--- config.mk ---
export PLATFORM = sky130hd
export DESIGN_NAME = ablm_fifo
export DESIGN_NICKNAME = d
export VERILOG_FILES = /design/src/design/ablm_pkg.sv /design/src/design/ablm_fifo.sv
export SDC_FILE = /design/constraint.sdc
export NUM_CORES = 1
export LEC_CHECK = 0
export ABC_CLOCK_PERIOD_IN_PS = 1760
export BUFFER_PORTS_ARGS = -buffer_cell sky130_fd_sc_hd__buf_4
export CAP_MARGIN = 0
export CORE_MARGIN = 2
export CORE_UTILIZATION = 35
export DETAILED_ROUTE_END_ITERATION = 7
export MAX_ROUTING_LAYER = met4
export SYNTH_ARGS = -nofsm -noshare
export SYNTH_HDL_FRONTEND = slang
export SYNTH_SLANG_ARGS = --single-unit
--- constraint.sdc ---
create_clock -name i_clk -period 1.76 [get_ports i_clk]
set_input_delay 0.088 -clock i_clk [delete_from_list [all_inputs] [get_ports i_clk]]
set_output_delay 0.088 -clock i_clk [all_outputs]
set_load 0.05 [all_outputs]
--- src/design/ablm_pkg.sv ---
package ablm_pkg;
    localparam int SAMPLE_W = 16;
    localparam int STATE_W  = 36;
    localparam int SUM_W    = 48;
    localparam int FLOOR_W  = 10;
    localparam int LEVEL_W  = 8;
    localparam int NBANDS   = 5;
    localparam int CFG_IDX_W = 3;
    localparam int LOGQ_W   = 24;

    localparam logic [16:0] K_DC   = 17'd328;
    localparam logic [16:0] K_BASS = 17'd6160;
    localparam logic [16:0] K_MID  = 17'd21496;
    localparam logic [16:0] K_HI   = 17'd51905;
    localparam logic [23:0] LOG2_1E4_Q16 = 24'd870824;

    // floor(2^40 / 870824), the estimate is low by at most one
    localparam logic [20:0] LVL_RECIP    = 21'd1262610;
    localparam int          LVL_RECIP_SH = 40;

    localparam logic [FLOOR_W-1:0] FLOOR_RST [NBANDS] = '{
        10'd7, 10'd4, 10'd5, 10'd6, 10'd8};

    typedef struct packed {
        logic signed [SAMPLE_W-1:0] sample;
        logic                       block_end;
    } t_item;

    typedef logic [LEVEL_W-1:0] t_levels [NBANDS];
endpackage

--- src/design/ablm_fifo.sv ---
module ablm_fifo import ablm_pkg::*; (
    input  logic  i_clk,
    input  logic  i_rst_n,
    input  logic  i_push,
    input  t_item i_data,
    output logic  o_full,
    input  logic  i_pop,
    output logic  o_empty,
    output t_item o_data
);
    t_item      r_mem [2];
    logic       r_wp, r_rp;
    logic [1:0] r_cnt;

    assign o_full  = (r_cnt == 2'd2);
    assign o_empty = (r_cnt == 2'd0);
    assign o_data  = r_mem[r_rp];

    always_ff @(posedge i_clk) begin
        if (i_push) begin
            r_mem[r_wp] <= i_data;
        end
        if (!i_rst_n) begin
            r_wp  <= 1'b0;
            r_rp  <= 1'b0;
            r_cnt <= 2'd0;
        end else begin
            if (i_push) r_wp <= ~r_wp;
            if (i_pop) r_rp <= ~r_rp;
            r_cnt <= r_cnt + {1'b0, i_push} - {1'b0, i_pop};
        end
    end
endmodule

==> flow_metrics.env, run 1 <==
export IMPL_die_width_um=69.6
export IMPL_grt_start_max_net_pins=18
export IMPL_ant_nets=0
export IMPL_hp_class="input pin to flip-flop"
export IMPL_syn_instance_count=74
export IMPL_synth_area_leaders="sky130_fd_sc_hd__edfxtp_1 68%, sky130_fd_sc_hd__mux2_4 10%, sky130_fd_sc_hd__dfxtp_1 6.6%, sky130_fd_sc_hd__mux2_2 5.2%, sky130_fd_sc_hd__and2_1 1.7%"
export IMPL_wire_per_inst_um=12.7
export IMPL_netlist_top_cell_by_area="sky130_fd_sc_hd__edfxtp_1"
export IMPL_place_gp_congestion=0.665
export IMPL_synth_nets=97
export IMPL_synth_compound_area_share_pct=0.498
export IMPL_drv_cap=0
export IMPL_nets=162
export IMPL_grt_pass1_wl_mm=3.88
export IMPL_synth_top_cell_area_share_pct=67.8
export IMPL_groute_usage_overall_pct=10.8
export IMPL_cp_arrival_ns=1.37
export IMPL_timing_setup_tns_ns=0
export IMPL_io_buffer_count=39
export IMPL_via_count_of_the_first_global_routing_pass=880
export IMPL_io_pins=40
export IMPL_post_drt_via_cell_ratio=4.32
export IMPL_syn2layout_area_growth_pct=41.2
export IMPL_vias=821
export IMPL_layout_min_cycle_time_ns=1.46
export IMPL_initialDrtViolationCount=53
export IMPL_grt_overflow_total=0
export IMPL_initial_utilization_pct=37.1
export IMPL_synth_ff_latch_count=39
export IMPL_required_ns=1.67
export IMPL_die_h_um=69.6
export IMPL_slew_limit_headroom_pct=71.0
export IMPL_detail_route_first_pass_iterations=4
export IMPL_p_leak_nw=0.854
export IMPL_cts_root_to_sink_buffers=2
export IMPL_dominant_combinational_cell_family_by_area_after_synthesis="multiplexers"
export IMPL_cts_tree="done"
export IMPL_crit_path_end_kind="output port"
export IMPL_yosys_area_share_adder_pct=1.66
export IMPL_clk_insertion_delay_late_ns=0.27
export IMPL_maximum_resistive_drop_on_vdd_v=0.000498
export IMPL_worst_pin_slew_ns=0.434
export IMPL_grt_setup_unrepaired="no"
export IMPL_cts_sinks=39
export IMPL_result_of_the_run="finished clean"
export IMPL_core_area_sq_mm=0.00406
export IMPL_post_cts_resize_count=0
export IMPL_post_route_util_pct=52.4
export IMPL_synth_xor_area_share_pct=2.08
export IMPL_synthSimpleGateAreaFrac_pct=3.57
export IMPL_placementRows=23
export IMPL_startpoint_type="flip-flop"
export IMPL_clock_tree_htree_level_count=2
export IMPL_power_density_cell_area_mw_per_mm2=1010
export IMPL_yosys_warnings=0
export IMPL_fin_worst_skew_ns=0.00313
export IMPL_cts_setup_buffers=0
export IMPL_drive_above_1_share_pct=47.9
export IMPL_max_clock_freq_mhz=684
export IMPL_synth_mux_area_share_pct=15.2
export IMPL_number_of_remaining_drc_errors=0
export IMPL_master_cell_of_the_clock_root_buffer="sky130_fd_sc_hd__clkbuf_8"
export IMPL_die_area_sq_mm=0.00484
export IMPL_cts_reportedPaths_clkPinSlew_ns=0.07
export IMPL_min_period_over_period_pct=83.0
export IMPL_cts_hold_buf=17
export IMPL_report_final_setup_viol=0
export IMPL_timing_final_max_slew_violations=0
export IMPL_synth_yosys_seq_area_share_pct=74.4
export IMPL_finalHoldViolCount=0
export IMPL_tritoncts_num_buffers=5
export IMPL_synthesis_area_sq_mm=0.00151
export IMPL_average_instance_area_after_synthesis_sq_um=20.4
export IMPL_antenna_cells=0
export IMPL_post_synthesis_cell_type_count=14
export IMPL_hpwlAfterDp_mm=1.65
export IMPL_antenna_found_initial=0
export IMPL_timing_worst_setup_path_type="flip-flop to output port"
export IMPL_routed_wirelength_mm=2.42
export IMPL_critical_path_peak_fanout=10
-- cells in the mapped netlist --
| master | instances |
|---|---|
| sky130_fd_sc_hd__and2_1 | 4 |
| sky130_fd_sc_hd__buf_12 | 1 |
| sky130_fd_sc_hd__buf_6 | 1 |
| sky130_fd_sc_hd__dfxtp_1 | 5 |
| sky130_fd_sc_hd__edfxtp_1 | 34 |
| sky130_fd_sc_hd__ha_1 | 2 |
| sky130_fd_sc_hd__inv_1 | 2 |
| sky130_fd_sc_hd__mux2_2 | 7 |
| sky130_fd_sc_hd__mux2_4 | 10 |
| sky130_fd_sc_hd__nor2_1 | 1 |
| sky130_fd_sc_hd__nor2b_1 | 4 |
| sky130_fd_sc_hd__o21a_1 | 1 |
| sky130_fd_sc_hd__xnor3_1 | 1 |
| sky130_fd_sc_hd__xor2_1 | 1 |
-- final timing paths --
check	start	endpoint	slack [ns]	cells past startpoint
worst min-delay path	i_rst_n	r_wp	0.05	2
worst min register to register	r_rp	flip-flop	0.59	2
worst max-delay path	flip-flop	o_data[2]	0.30	3
worst max register to register	r_cnt[0]	r_cnt[1]	0.54	6
-- report_power, final --
part           internal (mW)  leakage, nW  switching [mW]  total [mW]
Combinational          0.224        0.451           0.295       0.520
Sequential              1.07        0.361          0.0203        1.09
Clock                  0.278       0.0422           0.268       0.545
Total                   1.57        0.854           0.583        2.15
-- cells by family (layout without fill, tap and decap cells) --
| family | after synthesis | count (layout) |
|---|---|---|
| flip-flops | 39 | 39 |
| multiplexers | 17 | 17 |
| AND/OR/NAND/NOR | 9 | 9 |
| buffers and inverters | 4 | 70 |
| adder cells (fa/ha/maj) | 2 | 2 |
| XOR/XNOR | 2 | 2 |
| AO/OA/AOI/OAI | 1 | 1 |
-- worst max-delay path: stages, from the launching register on --
cell and delay, ns:
sky130_fd_sc_hd__dfxtp_1 0.33, sky130_fd_sc_hd__buf_4 0.22, sky130_fd_sc_hd__mux2_2 0.36, sky130_fd_sc_hd__buf_4 0.19
-- stage by stage --
step	instances	worst slack [ns]	hold slack [ns]	instance area (sq um)	power (mW)
after floorplan	74	0.244	0.187	1510	1.46
after CTS	190	0.265	0.0381	2130	2.19
after detailed placement	165	0.530	0.277	1880	1.60
after global placement	165	0.576	0.274	1880	1.59
final	190	0.299	0.0503	2130	2.15
after global routing	190	0.238	0.0493	2130	2.25
-- routing by layer --
metal | wire [um] | part of all wire [%] | track usage [%]
met5 | 0 | 0 | -
met3 | 176 | 7.3 | 3.49
met4 | 21 | 0.87 | 5.23
met2 | 1230 | 51 | 19.0
met1 | 996 | 41 | 10.7
-- state kept, by name (all words and copies together) (netlist names), named ones only --
register	cells
r_rp	1
r_mem	34
r_wp	1
r_cnt	2
-- layout by cell type (no fill, tap or decap), drive strengths merged --
master / n
buf: 43
xor2: 1
clkbuf: 7
inv: 2
dlygate4sd3: 17
nor2b: 4
xnor3: 1
clkinv: 1
dfxtp: 5
nor2: 1
ha: 2
o21a: 1
and2: 4
mux2: 17
edfxtp: 34
-- cell type report --
type,count,area [sq um]
sequential,39,1120
inverter,2,7.51
tap,50,62.6
multi-input combinational,31,349
clock buffer,7,76.3
fill,343,1930
clock inverter,1,5.00
timing repair buffer,60,505
Note: power is estimated with default switching activity, not from simulation.
==> run 2: changes to the inputs <==
--- a/config.mk
+++ b/config.mk
@@ -5,7 +5,8 @@
 export SDC_FILE = /design/constraint.sdc
 export NUM_CORES = 1
 export LEC_CHECK = 0
-export ABC_CLOCK_PERIOD_IN_PS = 1760
+export ABC_AREA = 1
+export ABC_CLOCK_PERIOD_IN_PS = 1400
 export BUFFER_PORTS_ARGS = -buffer_cell sky130_fd_sc_hd__buf_4
 export CAP_MARGIN = 0
 export CORE_MARGIN = 2
==> constraint.sdc (replaced) <==
create_clock -name i_clk -period 1.4 [get_ports i_clk]
set_input_delay 0.07 -clock i_clk [delete_from_list [all_inputs] [get_ports i_clk]]
set_output_delay 0.07 -clock i_clk [all_outputs]
set_load 0.05 [all_outputs]
==> run 2 against run 1 <==
  * Sequential power grew 25%
  * Combinational power up 20%
  * Register-to-register slack worse by 0.42 ns
  * Critical path depth is the same
  * Clock power is 61% higher
==> flow_metrics.env, run 2 <==
export IMPL_multi_input_comb_area_sq_um=334
export IMPL_clk_insertion_delay_late_ns=0.28
export IMPL_cts_setup_buffers=0
export IMPL_cellInternalPower_mw=2.14
export IMPL_synth_area_leaders="sky130_fd_sc_hd__edfxtp_1 68%, sky130_fd_sc_hd__mux2_4 10%, sky130_fd_sc_hd__dfxtp_1 6.6%, sky130_fd_sc_hd__mux2_2 5.2%, sky130_fd_sc_hd__nor2_1 2.2%"
export IMPL_syn_instance_count=86
export IMPL_synth_nets=109
export IMPL_critical_path_max_stage_delay_ns=0.40
export IMPL_finalHoldViolCount=0
export IMPL_crit_chain="buf_4 > mux2_2 > buf_6"
export IMPL_required_ns=1.33
export IMPL_fin_worst_skew_ns=0.00328
export IMPL_layout_area_seq_sq_mm=0.00112
export IMPL_cp_arrival_ns=1.31
export IMPL_post_synthesis_cell_type_count=12
export IMPL_die_h_um=69.6
export IMPL_critPathTopFamily="flip-flops"
export IMPL_master_cell_of_the_clock_root_buffer="sky130_fd_sc_hd__clkbuf_8"
export IMPL_syn2layout_area_growth_pct=51.7
export IMPL_power_switching_uw=722
export IMPL_timing_reg2reg_setup_slack_ns=0.12
export IMPL_crit_reg2reg_capture="r_cnt[1]"
export IMPL_vias=886
export IMPL_p_leak_nw=0.950
export IMPL_nets=178
export IMPL_mostFrequentLayoutCell="sky130_fd_sc_hd__edfxtp_1"
export IMPL_tritoncts_num_buffers=5
export IMPL_number_of_remaining_drc_errors=0
export IMPL_critical_path_peak_fanout=3
export IMPL_synth_ff_latch_count=39
export IMPL_die_area_sq_mm=0.00484
export IMPL_timing_final_max_slew_violations=0
export IMPL_maximum_resistive_drop_on_vdd_v=0.000640
export IMPL_place_gp_congestion=0.709
export IMPL_finalNonFillerCells=206
export IMPL_termination_of_the_worst_setup_path="o_data[2]"
export IMPL_io_buffer_count=39
export IMPL_antenna_cells=0
export IMPL_comb_power_share_pct=21.7
export IMPL_routed_wirelength_mm=2.48
export IMPL_cts_reportedPaths_clkPinSlew_ns=0.07
export IMPL_synth_yosys_seq_area_share_pct=74.4
export IMPL_io_pins=40
export IMPL_post_synth_most_frequent_cells="34 x sky130_fd_sc_hd__edfxtp_1, 10 x sky130_fd_sc_hd__mux2_4, 9 x sky130_fd_sc_hd__nor2_1, 8 x sky130_fd_sc_hd__nand2_1"
export IMPL_startpoint_type="flip-flop"
export IMPL_grt_setup_unrepaired="yes"
export IMPL_min_period_over_period_pct=98.6
export IMPL_worst_pin_slew_ns=0.173
export IMPL_top_register="r_mem"
export IMPL_dominantRegCellSynth="sky130_fd_sc_hd__edfxtp_1"
export IMPL_worstReg2RegStart="r_cnt[0]"
export IMPL_timing_setup_tns_ns=0
export IMPL_synth_async_reset_ratio_pct=0
export IMPL_filler_cell_count=326
export IMPL_grt_start_max_net_pins=13
export IMPL_crit_path_end_kind="output port"
export IMPL_layout_min_cycle_time_ns=1.38
export IMPL_wire_per_inst_um=12.0
export IMPL_max_clock_freq_mhz=724
export IMPL_yosys_warnings=0
export IMPL_average_instance_area_after_synthesis_sq_um=17.5
export IMPL_whs_ns=0.0480
export IMPL_initialDrtViolationCount=33
export IMPL_post_drt_via_cell_ratio=4.30
export IMPL_placementRows=23
export IMPL_result_of_the_run="finished clean"
export IMPL_cp_slowest_cell="sky130_fd_sc_hd__dfxtp_4"
export IMPL_critPathBufInv=2
export IMPL_power_switching_share_pct=25.2
export IMPL_cp_depth=3
export IMPL_grt_pass1_wl_mm=3.95
export IMPL_largest_register_ffs=34
export IMPL_netlist_top_cell_by_area="sky130_fd_sc_hd__edfxtp_1"
export IMPL_clock_tree_htree_level_count=2
export IMPL_initial_utilization_pct=37.1
export IMPL_hp_class="input pin to flip-flop"
export IMPL_cts_root_to_sink_buffers=2
export IMPL_cts_sinks=39
export IMPL_synth_enable_flop_cells=34
export IMPL_hpwlAfterDp_mm=1.73
export IMPL_timing_worst_setup_path_type="flip-flop to output port"
export IMPL_power_density_cell_area_mw_per_mm2=1250
export IMPL_cts_tree="done"
export IMPL_largest_registers="r_mem x34, r_cnt x2"
export IMPL_synthMostInstantiatedCell="sky130_fd_sc_hd__edfxtp_1"
export IMPL_die_width_um=69.6
export IMPL_report_final_setup_viol=0
export IMPL_antenna_found_initial=0
export IMPL_drive_above_1_share_pct=46.2
export IMPL_synth_top_cell_area_share_pct=67.8
export IMPL_grt_overflow_total=0
export IMPL_detail_route_first_pass_iterations=4
export IMPL_ant_nets=0
export IMPL_groute_usage_overall_pct=11.2
export IMPL_power_mw=2.86
export IMPL_drv_cap=0
export IMPL_p_seq_share_pct=47.6
export IMPL_p_clk_share_pct=30.6
export IMPL_via_count_of_the_first_global_routing_pass=901
export IMPL_post_place_cells=179
export IMPL_synthesis_area_sq_mm=0.00151
export IMPL_slew_limit_headroom_pct=88.5
export IMPL_core_area_sq_mm=0.00406
export IMPL_rr_worst_depth=8
export IMPL_highest_count_cells_in_the_layout_ignoring_fill_and_taps="34 x sky130_fd_sc_hd__edfxtp_1, 27 x sky130_fd_sc_hd__buf_4, 18 x sky130_fd_sc_hd__dlygate4sd3_1"
export IMPL_post_route_util_pct=56.3
run 2: timing repair:
action / CTS / global route
hold endpoints to repair: 35 / 0
hold buffers: 18 / 0
endpoints found under the setup margin: 16 / 10
gates resized for setup: 18 / 5
cloned: 1 / 0
run 2: cell type report:
type	instances	area share [%]
flip-flops and latches	39	49.2
repair buffers	64	27.5
clock inverters	3	1.70
clock buffers	5	3.01
multi-input cells	38	14.6
well taps	50	2.74
inverters	7	1.15
run 2: logic make-up after synthesis:
kind of cell    count (synthesis)  synth area share, %
flops                          39                 74.4
fa+ha+maj                       2                 1.66
buf+inv                         9                 3.82
simple gates                   18                 4.57
compound gates                  1                0.332
mux                            17                 15.2
run 2: stage by stage:
stage | instance area, sq um | setup slack (ns)
after floorplan | 1510 | 0.203
after global placement | 1890 | 0.191
after detailed placement | 1890 | 0.120
after CTS | 2270 | -0.0101
after global routing | 2280 | -0.0293
final | 2280 | 0.0196
run 2: worst reg2reg max path, delay by kind of cell (launching register included):
family	cells	cell delay, ns
simple gates	2	0.13
compound gates	1	0.13
buf+inv	3	0.14
fa+ha+maj	2	0.44
flops	1	0.35
run 2: worst min path at each step:
| stage | endpoint | cells past startpoint | from | slack (ns) |
|---|---|---|---|---|
| after global routing | r_rp | 3 | i_pop | 0.05 |
| after global placement | r_mem[0][13] | 1 | i_data[13] | 0.26 |
| after CTS | r_rp | 3 | i_pop | 0.04 |
| after floorplan | r_cnt[0] | 2 | i_rst_n | 0.16 |
| final | r_rp | 3 | i_pop | 0.05 |
| after detailed placement | r_mem[0][3] | 1 | i_data[3] | 0.26 |
run 2: routing by layer:
layer	share of wire (%)	track usage, %
met1	39	11.4
met4	0.85	4.58
met3	5.1	4.65
met5	0	-
met2	54	19.1
run 2: power groups by stage:
stage / Sequential, mW / Clock, mW / Combinational (mW)
6_report: 1.36 / 0.878 / 0.622
5_1_grt: 1.37 / 0.963 / 0.658
4_1_cts: 1.36 / 0.912 / 0.620
3_5_place_dp: 1.39 / 0 / 0.535
3_3_place_gp: 1.38 / 0 / 0.523
2_1_floorplan: 1.38 / 0 / 0.366
==> run 3: changes to the inputs <==
--- a/config.mk
+++ b/config.mk
@@ -9,6 +9,7 @@
 export ABC_CLOCK_PERIOD_IN_PS = 1400
 export BUFFER_PORTS_ARGS = -buffer_cell sky130_fd_sc_hd__buf_4
 export CAP_MARGIN = 0
+export CORE_ASPECT_RATIO = 2
 export CORE_MARGIN = 2
 export CORE_UTILIZATION = 35
 export DETAILED_ROUTE_END_ITERATION = 7
==> run 3 against run 2 <==
  * Global-route usage decreased by 0.056 points
  * Register-to-register slack got worse by 0.02 ns
  * Critical path depth unchanged
  * First-iteration DRC count decreased by 64%
  * Final cell count decreased by 0.49%
  * Clock-buffer cell count increased by 1
  * Worst hold slack got worse by 0.043 ns
  * Critical path type unchanged
==> flow_metrics.env, run 3 (synthesized netlist as in run 2, its figures left out) <==
export IMPL_result_of_the_run="finished clean"
export IMPL_post_place_cells=179
export IMPL_vias=870
export IMPL_routed_wirelength_mm=2.45
export IMPL_largest_registers="r_mem x34, r_cnt x2"
export IMPL_timing_final_max_slew_violations=0
export IMPL_initialDrtViolationCount=12
export IMPL_timing_worst_setup_path_type="flip-flop to output port"
export IMPL_syn2layout_area_growth_pct=44.1
export IMPL_postLayoutSetupSlackWorst_ns=0.0316
export IMPL_comb_power_share_pct=22.0
export IMPL_io_pins=40
export IMPL_slew_limit_headroom_pct=84.4
export IMPL_top_register="r_mem"
export IMPL_met2WireLength_mm=1.36
export IMPL_cellInternalPower_mw=1.93
export IMPL_ant_nets=0
export IMPL_die_area_sq_mm=0.00488
export IMPL_wire_per_inst_um=12.0
export IMPL_crit_path_end_kind="output port"
export IMPL_placementRows=33
export IMPL_p_seq_share_pct=51.8
export IMPL_clk_insertion_delay_late_ns=0.28
export IMPL_max_clock_freq_mhz=731
export IMPL_clock_tree_htree_level_count=2
export IMPL_drive_above_1_share_pct=45.1
export IMPL_cp_slowest_cell="sky130_fd_sc_hd__dfxtp_2"
export IMPL_drv_cap=0
export IMPL_cts_tree="done"
export IMPL_io_buffer_count=39
export IMPL_highest_count_cells_in_the_layout_ignoring_fill_and_taps="34 x sky130_fd_sc_hd__buf_4, 34 x sky130_fd_sc_hd__edfxtp_1, 17 x sky130_fd_sc_hd__dlygate4sd3_1"
export IMPL_initial_utilization_pct=36.5
export IMPL_fin_worst_skew_ns=0.00413
export IMPL_route_top_layer_used="met4"
export IMPL_startpoint_type="flip-flop"
export IMPL_cts_sinks=39
export IMPL_worstReg2RegStart="r_cnt[0]"
export IMPL_termination_of_the_worst_setup_path="o_data[4]"
export IMPL_master_cell_of_the_clock_root_buffer="sky130_fd_sc_hd__clkbuf_8"
export IMPL_cp_arrival_ns=1.30
export IMPL_power_switching_uw=703
export IMPL_cts_root_to_sink_buffers=2
export IMPL_hpwlAfterDp_mm=1.67
export IMPL_die_width_um=50.4
export IMPL_via_count_of_the_first_global_routing_pass=876
export IMPL_hp_class="input pin to flip-flop"
export IMPL_crit_reg2reg_capture="r_cnt[1]"
export IMPL_tritoncts_num_buffers=5
export IMPL_finalHoldViolCount=0
export IMPL_wl_met3_um=160
export IMPL_antenna_found_initial=0
export IMPL_p_clk_share_pct=26.1
export IMPL_whs_ns=0.00514
export IMPL_place_gp_congestion=0.572
export IMPL_antenna_cells=0
export IMPL_grt_overflow_total=0
export IMPL_maximum_resistive_drop_on_vdd_v=0.000849
export IMPL_power_density_cell_area_mw_per_mm2=1210
export IMPL_die_h_um=96.8
export IMPL_grt_start_max_net_pins=18
export IMPL_nets=175
export IMPL_groute_usage_overall_pct=11.2
export IMPL_power_switching_share_pct=26.7
export IMPL_post_drt_via_cell_ratio=4.24
export IMPL_grt_setup_unrepaired="yes"
export IMPL_min_period_over_period_pct=97.7
export IMPL_detail_route_first_pass_iterations=3
export IMPL_core_area_sq_mm=0.00413
export IMPL_cts_setup_buffers=0
export IMPL_largest_register_ffs=34
export IMPL_grt_pass1_wl_mm=3.82
export IMPL_post_place_ws_ns=0.0938
export IMPL_required_ns=1.33
export IMPL_report_final_setup_viol=0
export IMPL_cp_common_cell="sky130_fd_sc_hd__buf_6"
export IMPL_wl_met1_um=874
export IMPL_finalNonFillerCells=205
export IMPL_rr_worst_depth=8
export IMPL_cts_reportedPaths_clkPinSlew_ns=0.07
export IMPL_critical_path_peak_fanout=6
export IMPL_timing_reg2reg_setup_slack_ns=0.10
export IMPL_p_leak_nw=0.901
export IMPL_critical_path_max_stage_delay_ns=0.37
export IMPL_crit_chain="buf_6 > mux2_2 > buf_6"
export IMPL_worst_pin_slew_ns=0.234
export IMPL_layout_min_cycle_time_ns=1.37
export IMPL_power_mw=2.63
export IMPL_number_of_remaining_drc_errors=0
==> run 3: cell types whose count changed in the layout (fill, tap and decap cells not counted), sizes merged <==
| cell | before | now |
|---|---|---|
| bufinv | 1 | 0 |
| buf | 46 | 44 |
| dlygate4sd3 | 18 | 17 |
| clkbuf | 5 | 6 |
==> run 3: how the worst min path moves through the flow <==
stage | from | endpoint | cells past startpoint
finish | i_rst_n | r_cnt[0] | 3
floorplan | i_rst_n | r_cnt[0] | 2
detailed placement | i_data[3] | r_mem[0][3] | 1
global route | i_rst_n | r_cnt[0] | 3
CTS | i_rst_n | r_cnt[0] | 3
global placement | i_data[0] | r_mem[0][0] | 1
==> run 3: critical path: cells and delay by family, from the launching register on <==
kind | cells | cell delay (ns)
buffers and inverters | 2 | 0.30
DFF | 1 | 0.37
muxes | 1 | 0.35
==> run 3: per-stage QoR <==
stage | area [sq um] | setup TNS (ns) | util [%]
after floorplan | 1510 | 0 | -
after global placement | 1870 | 0 | 45.2
after detailed placement | 1870 | 0 | 45.2
after CTS | 2140 | 0 | 51.8
after global routing | 2170 | -0.0319 | 52.6
final | 2170 | 0 | 52.6
==> run 3: layer usage <==
metal	GRT usage (%)	vias to the layer above
li1	-	437
met5	-	-
met3	2.93	6
met1	10.2	396
met4	6.24	0
met2	19.8	31
==> run 3: layout make-up <==
cell class / instances / area, sq um
Multi-Input combinational cell: 38 / 334
Inverter: 7 / 26.3
Clock buffer: 6 / 72.6
Fill cell: 374 / 1960
Clock inverter: 2 / 8.76
Tap cell: 52 / 65.1
Sequential cell: 39 / 1120
Timing Repair Buffer: 61 / 542
==> run 3: repair_timing <==
item	4_1_cts	5_1_grt
cloned	1	0
endpoints found under the hold margin	34	0
hold buffers	17	0
resized for setup	6	8
setup endpoints to repair	13	11
==> run 3: power by group through the flow <==
stage,combinational [mW],sequential (mW),clock (mW)
after global placement,0.510,1.38,0
final,0.580,1.36,0.688
after CTS,0.571,1.36,0.717
after global routing,0.613,1.37,0.755
after floorplan,0.366,1.38,0
after detailed placement,0.522,1.39,0
